**src/sst_pkg.sv**
```systemverilog
// ----------------------------------------------------------------------------
// sst_pkg
// Shared types, codes and the key compare for the small set table.
// ----------------------------------------------------------------------------
package sst_pkg;

    localparam int CAPACITY = 16;
    localparam int IDX_W    = (CAPACITY > 1) ? $clog2(CAPACITY) : 1;
    localparam int CNT_W    = $clog2(CAPACITY + 1);
    localparam int KEY_W    = 64;
    localparam int POS_W    = 5;

    localparam logic [1:0] KIND_CHAR = 2'd0;
    localparam logic [1:0] KIND_INT  = 2'd1;
    localparam logic [1:0] KIND_DBL  = 2'd2;

    localparam logic [1:0] REQ_LOOKUP = 2'd0;
    localparam logic [1:0] REQ_ADD    = 2'd1;
    localparam logic [1:0] REQ_REMOVE = 2'd2;

    localparam logic [63:0] SIGN_MASK = 64'h8000_0000_0000_0000;
    localparam logic [63:0] EXP_MASK  = 64'h7FF0_0000_0000_0000;
    localparam logic [63:0] MANT_MASK = 64'h000F_FFFF_FFFF_FFFF;

    typedef enum logic {
        ST_IDLE,
        ST_UPDATE
    } sst_state_t;

    typedef struct packed {
        logic capture;
        logic remove_go;
        logic load;
        logic valid;
    } sst_cell_ctrl_t;

    function automatic logic is_nan64(logic [63:0] x);
        return ((x & EXP_MASK) == EXP_MASK) && ((x & MANT_MASK) != 64'd0);
    endfunction

    function automatic logic keys_equal(logic [1:0] kind, logic [63:0] a, logic [63:0] b);
        logic eq;
        eq = 1'b0;
        case (kind)
            KIND_CHAR: eq = (a[7:0] == b[7:0]);
            KIND_INT:  eq = (a[31:0] == b[31:0]);
            default:
            begin
                if (is_nan64(a) || is_nan64(b))
                    eq = 1'b0;
                else if (((a | b) & ~SIGN_MASK) == 64'd0)
                    eq = 1'b1;
                else
                    eq = (a == b);
            end
        endcase
        return eq;
    endfunction

endpackage

```
**src/small_set_table.sv**
```systemverilog
// Cells register the compare of an accepted word; ST_UPDATE then registers done.
// No new word while busy; compare in the accept cycle, update in the next.
// The result is shown for one cycle; the receiver cannot stall.
// Reset: fill_reg cleared, kind_reg set to int; stored keys are left as they are.
// ----------------------------------------------------------------------------
// small_set_table
// Packed set of keys in insertion order, built as a chain of compare cells.
// ----------------------------------------------------------------------------
module small_set_table
    import sst_pkg::*;
(
    input  logic               clk,
    input  logic               rst_n,
    input  logic               cfg_we,
    input  logic [1:0]         cfg_data,
    input  logic               start,
    output logic               busy,
    input  logic [1:0]         req_type,
    input  logic [KEY_W-1:0]   key,
    output logic               done,
    output logic [POS_W-1:0]   found_position,
    output logic [POS_W-1:0]   count,
    output logic               status
);

    sst_state_t        state_reg, state_next;
    logic [1:0]        kind_reg;
    logic [1:0]        req_reg;
    logic [KEY_W-1:0]  key_reg;
    logic [CNT_W-1:0]  fill_reg, fill_next;
    logic              done_reg;
    logic [POS_W-1:0]  pos_out_reg, pos_out_next;
    logic [POS_W-1:0]  cnt_out_reg;
    logic              status_reg, status_next;

    logic              accept;
    logic              updating;
    logic              found;
    logic              full;
    logic              add_go;
    logic              remove_go;
    logic [IDX_W-1:0]  pos_idx;
    logic [CAPACITY:0] seen;
    logic [CAPACITY-1:0] first;
    logic [KEY_W-1:0]  entries [CAPACITY];

    assign accept    = start && (state_reg == ST_IDLE);
    assign busy      = (state_reg != ST_IDLE);
    assign updating  = (state_reg == ST_UPDATE);
    assign seen[0]   = 1'b0;
    assign found     = seen[CAPACITY];
    assign full      = (fill_reg == CNT_W'(CAPACITY));
    assign add_go    = updating && (req_reg == REQ_ADD) && !found && !full;
    assign remove_go = updating && (req_reg == REQ_REMOVE) && found;

    genvar j;
    generate
        for (j = 0; j < CAPACITY; j++)
        begin : g_cell
            sst_cell_ctrl_t   ctrl;
            logic [KEY_W-1:0] next_entry;

            assign ctrl.capture   = accept;
            assign ctrl.remove_go = remove_go;
            assign ctrl.load      = add_go && (fill_reg == CNT_W'(j));
            assign ctrl.valid     = (CNT_W'(j) < fill_reg);

            if (j == CAPACITY - 1)
            begin : g_last
                assign next_entry = entries[j];
            end
            else
            begin : g_mid
                assign next_entry = entries[j + 1];
            end

            sst_cell u_cell (
                .clk        (clk),
                .rst_n      (rst_n),
                .ctrl       (ctrl),
                .kind       (kind_reg),
                .key        (key),
                .load_key   (key_reg),
                .next_entry (next_entry),
                .seen_in    (seen[j]),
                .seen_out   (seen[j + 1]),
                .first      (first[j]),
                .entry      (entries[j])
            );
        end
    endgenerate

    always_comb
    begin
        pos_idx = '0;
        for (int i = 0; i < CAPACITY; i++)
        begin
            if (first[i])
                pos_idx = pos_idx | IDX_W'(i);
        end
    end

    always_comb
    begin
        state_next   = state_reg;
        fill_next    = fill_reg;
        status_next  = 1'b0;
        pos_out_next = found ? POS_W'({1'b0, pos_idx} + (IDX_W + 1)'(1)) : '0;
        unique case (state_reg)
            ST_IDLE:
            begin
                if (start)
                    state_next = ST_UPDATE;
            end
            ST_UPDATE:
            begin
                state_next = ST_IDLE;
                if (add_go)
                    fill_next = fill_reg + CNT_W'(1);
                else if (remove_go)
                    fill_next = fill_reg - CNT_W'(1);
                status_next = (req_reg == REQ_ADD) && !found && full;
            end
            default: state_next = ST_IDLE;
        endcase
    end

    always_ff @(posedge clk or negedge rst_n)
    begin
        if (!rst_n)
        begin
            state_reg <= ST_IDLE;
            kind_reg  <= KIND_INT;
            fill_reg  <= '0;
            done_reg  <= 1'b0;
        end
        else
        begin
            state_reg <= state_next;
            fill_reg  <= fill_next;
            done_reg  <= updating;
            if (cfg_we)
                kind_reg <= cfg_data;
        end
    end

    // hold the word for the update cycle; register the results during it
    always_ff @(posedge clk)
    begin
        if (accept)
        begin
            req_reg <= req_type;
            key_reg <= key;
        end
        if (updating)
        begin
            pos_out_reg <= pos_out_next;
            cnt_out_reg <= POS_W'(fill_next);
            status_reg  <= status_next;
        end
    end

    assign done           = done_reg;
    assign found_position = pos_out_reg;
    assign count          = cnt_out_reg;
    assign status         = status_reg;

endmodule

```
**src/sst_cell.sv**
```systemverilog
// ----------------------------------------------------------------------------
// sst_cell
// One slot of the set: holds a key, compares it, shifts from its neighbor.
// ----------------------------------------------------------------------------
module sst_cell
    import sst_pkg::*;
(
    input  logic               clk,
    input  logic               rst_n,
    input  sst_cell_ctrl_t     ctrl,
    input  logic [1:0]         kind,
    input  logic [KEY_W-1:0]   key,
    input  logic [KEY_W-1:0]   load_key,
    input  logic [KEY_W-1:0]   next_entry,
    input  logic               seen_in,
    output logic               seen_out,
    output logic               first,
    output logic [KEY_W-1:0]   entry
);

    logic [KEY_W-1:0] entry_reg;
    logic             match_reg;

    assign seen_out = seen_in | match_reg;
    assign first    = match_reg & ~seen_in;
    assign entry    = entry_reg;

    always_ff @(posedge clk or negedge rst_n)
    begin
        if (!rst_n)
            match_reg <= 1'b0;
        else if (ctrl.capture)
            match_reg <= ctrl.valid & keys_equal(kind, entry_reg, key);
    end

    // advance from the neighbor at and after the hit; append on load
    always_ff @(posedge clk)
    begin
        if (ctrl.remove_go && seen_out)
            entry_reg <= next_entry;
        else if (ctrl.load)
            entry_reg <= load_key;
    end

endmodule

```
**config.mk**
```make
export PLATFORM = sky130hd
export DESIGN_NAME = small_set_table
export DESIGN_NICKNAME = d
export VERILOG_FILES = /design/src/sst_pkg.sv /design/src/small_set_table.sv /design/src/sst_cell.sv
export SDC_FILE = /design/constraint.sdc
export NUM_CORES = 2
export LEC_CHECK = 0
export BUFFER_PORTS_ARGS = -buffer_cell sky130_fd_sc_hd__clkbuf_2
export CAP_MARGIN = 20
export CORE_MARGIN = 2
export CORE_UTILIZATION = 60
export DETAILED_ROUTE_END_ITERATION = 10
export GPL_TIMING_DRIVEN = 0
export PLACE_DENSITY_LB_ADDON = 0.3
export SLEW_MARGIN = 5
export SYNTH_ARGS = -nofsm -noshare
export SYNTH_HDL_FRONTEND = slang
export SYNTH_SLANG_ARGS = --single-unit
```
**constraint.sdc**
```tcl
create_clock -name clk -period 21.7 [get_ports clk]
set_clock_uncertainty 0.05 [all_clocks]
set_input_delay 0 -clock clk [delete_from_list [all_inputs] [get_ports clk]]
set_output_delay 0 -clock clk [all_outputs]
set_load 0.01 [all_outputs]
```
==> impl_metrics.toml <==
[grt]
overflow = 0
grt_pass1_vias = 53000
grt_max_degree = 65
grt_pass1_wl_um = 394000
track_usage = 0.474
antenna_found_initial = 13

[clock_network]
cts_tree = "done"
ctsHoldBuffers = 136
clock_path_buffers = 3
insertion_delay_ns = 0.77
post_cts_buffers = 0
cts-root-buf = "clkbuf_16"
numCtsBuffers = 119
cts_sinks = 1126
clkTransAtPathRegs_ns = 0.07
ctsResizeCount = 0
htree_levels = 3

[power_and_ir_drop]
p_comb_frac = 0.177
p_seq_frac = 0.464
clockPowerShare = 0.359
ir_drop_mv = 0.0687
leakagePower_nw = 32.2
p_per_area_mw_per_mm2 = 74.4
internal_power_w = 0.00411
p_sw_frac = 0.299
switching_power_w = 0.00175

[worst_setup_path]
cpMaxStageDelayCell = "dfrtp_1"
timing.critical_path.fanout_max = 22
end_kind = "flip-flop"
startpoint_type = "flip-flop"
path_delay_family = "compound AO/OA/AOI/OAI gates"
path_buf_inv = 5
arrival_ns = 5.48
crit_path_cell_trace = "nand3b_1, a21oi_1, o31ai_1, buf_2, buf_2, o31ai_4, buf_16, buf_8, buf_8"
required_ns = 22.12
path_class = "reg -> reg"
max_stage_delay_ns = 1.08

[synth]
ys_async_sr_fraction = 0.0222
syn_area_mm2 = 0.0703
syn_area_per_cell_um2 = 12.2
syn_inst = 5778
ys_seq_area_frac = 0.479
yosysTopAreaCellShare = 0.470
synthesis.nets = 6864
synth_seq_cells = 1126
synth.area.top_cells = "edfxtp_1 (47%), ha_1 (18%), mux2_2 (11%)"
synthFlopType = "edfxtp_1"
yosys.area.top_type = "edfxtp_1"
yosys_warnings = 0
ys_types = 56
synth_edf_count = 1101

[finish]
largest_reg_flops = 1024
syn_to_final_growth_pct = 12.1
fin_nets = 7260
final_layout_size_suffix_gt1_frac = 0.177
stdcell_count = 7801
fin_area_mm2 = 0.0788

[place]
gp_congestion = 1.12
dpl.cell_count = 7428
dpl_cell_area_mm2 = 0.0733
port_buffers = 84
hpwl_um = 226000

[floorplanning]
die-area_mm2 = 0.120
row_count = 125
die_h_um = 346
coreArea_mm2 = 0.116
die_x_um = 346
start_util = 0.605
pin_count = 85

[route]
vias = 54100
drt_iter0_drc = 7375
antenna_left = 0
wl_um = 289000
drc = 0
avgRoutedWirePerCell_um = 37.0
vias_per_cell = 6.93
drt_pass1_iterations = 8

[status]
outcome = "finished clean"

[sta]
fmax_mhz = 198
finalCritPeriodShare = 0.233
slew_violations = 0
slew_headroom = 0.136
setup_viol_count_final = 0
finalHoldViolCount = 0
fin_crit_ns = 5.06
rsz0062_at_grt = "false"
tns_ns = 0
worst_slew_pin_slew_ns = 1.28

[hold_path]
hold_class = "in -> reg"

[run]
maxCapViolCount = 0
-- metrics by stage --
step | power [W] | hold WS [ns] | worst slack (ns) | utilization
2_1_floorplan | 0.00325 | -0.346 | 14.75 | -
3_3_place_gp | 0.00367 | 0.133 | 11.54 | 0.625
3_5_place_dp | 0.00370 | 0.130 | 16.89 | 0.631
4_1_cts | 0.00577 | 0.000786 | 16.89 | 0.676
5_1_grt | 0.00597 | 0.0255 | 16.75 | 0.678
6_report | 0.00586 | 0.0186 | 16.64 | 0.678
-- power by group through the flow --
stage | Combinational, W | Sequential, W | Clock [W]
6_report | 0.00104 | 0.00272 | 0.00210
5_1_grt | 0.00109 | 0.00272 | 0.00216
4_1_cts | 0.000983 | 0.00271 | 0.00208
3_5_place_dp | 0.000951 | 0.00275 | 0
3_3_place_gp | 0.000905 | 0.00276 | 0
2_1_floorplan | 0.000564 | 0.00268 | 0
-- placed cells by master (no fill, tap or decap), types with 7 or more instances in the layout --
| cell type | count |
|---|---|
| nor4_2 | 7 |
| o2111a_1 | 16 |
| nor2b_1 | 8 |
| nor4_1 | 540 |
| inv_1 | 1076 |
| nand4_1 | 389 |
| buf_4 | 16 |
| or4_1 | 19 |
| clkbuf_16 | 120 |
| clkinvlp_4 | 9 |
| clkbuf_1 | 147 |
| xnor2_1 | 19 |
| nand3_1 | 56 |
| buf_6 | 24 |
| o22ai_1 | 16 |
| mux2_1 | 187 |
| o21ai_0 | 84 |
| a21boi_0 | 15 |
| dfrtp_1 | 24 |
| nand2_1 | 138 |
| nor3_1 | 21 |
| a311oi_1 | 16 |
| nor2_1 | 41 |
| edfxtp_1 | 1101 |
| clkinv_1 | 28 |
| buf_16 | 14 |
| buf_2 | 48 |
| mux2_2 | 712 |
| clkbuf_2 | 85 |
| ha_1 | 1014 |
| clkinv_2 | 13 |
| a21oi_1 | 14 |
| a221oi_1 | 8 |
| dlygate4sd3_1 | 135 |
| bufinv_16 | 13 |
| buf_1 | 10 |
-- cells in the mapped netlist, types with 3 or more instances --
cell type and number:
edfxtp_1 1101, inv_1 1078, ha_1 1014, mux2_2 712, nor4_1 546, nand4_1 389
mux2_1 187, nand2_1 139, clkbuf_1 124, o21ai_0 85, nand3_1 56, nor2_1 42
buf_2 31, dfrtp_1 24, nor3_1 23, buf_6 19, or4_1 19, xnor2_1 19
o22ai_1 17, a311oi_1 16, o2111a_1 16, a21boi_0 15, a21oi_1 14, buf_4 11
buf_1 10, a221oi_1 8, nor2b_1 8, a21o_1 7, a31o_2 4, and2_1 4
a211oi_1 3, and4_1 3, nand2b_1 3, o31ai_1 3
-- logic make-up after synthesis --
group / Yosys count / share of synthesized area
simple gates: 1244 / 0.103
compound gates: 201 / 0.0192
fa+ha+maj: 1014 / 0.180
mux: 899 / 0.144
buf+inv: 1273 / 0.0711
xor+xnor: 21 / 0.00262
flops: 1126 / 0.479
-- final cells by class --
type	instances	area (um2)
antenna	5	12.5
buffer	195	955
clock buffer	143	3090
clock inverter	76	783
fill	8431	37400
inverter	1078	4050
multi-input combinational	3379	31800
sequential	1126	33700
tap	1524	1910
timing repair buffer	275	2570
-- worst paths after layout --
check / start / end / slack, ns / depth (start not counted)
worst max-delay path: busy$_DFF_PN0_ / g_cell[13].u_cell.entry[20]$_DFFE_PP_ / 16.64 / 9
worst min-delay path: key[31] / key_reg[31]$_DFFE_PP_ / 0.02 / 2
worst max register to register: busy$_DFF_PN0_ / g_cell[13].u_cell.entry[20]$_DFFE_PP_ / 16.64 / 9
worst min register to register: g_cell[10].u_cell.entry[48]$_DFFE_PP_ / g_cell[9].u_cell.entry[48]$_DFFE_PP_ / 0.55 / 1
max in group asynchronous: rst_n / g_cell[0].u_cell.match_reg$_DFFE_PN0P_ / 21.07 / 4
min in group asynchronous: rst_n / kind_reg[0]$_DFFE_PN1P_ / 0.27 / 3
-- routing by layer --
layer | track usage | wire length, um
met3 | 0.0827 | 28300
met2 | 0.715 | 125000
met1 | 0.568 | 99900
met5 | 0 | 46
met4 | 0.472 | 36000
(Power assumes the default switching activity.)
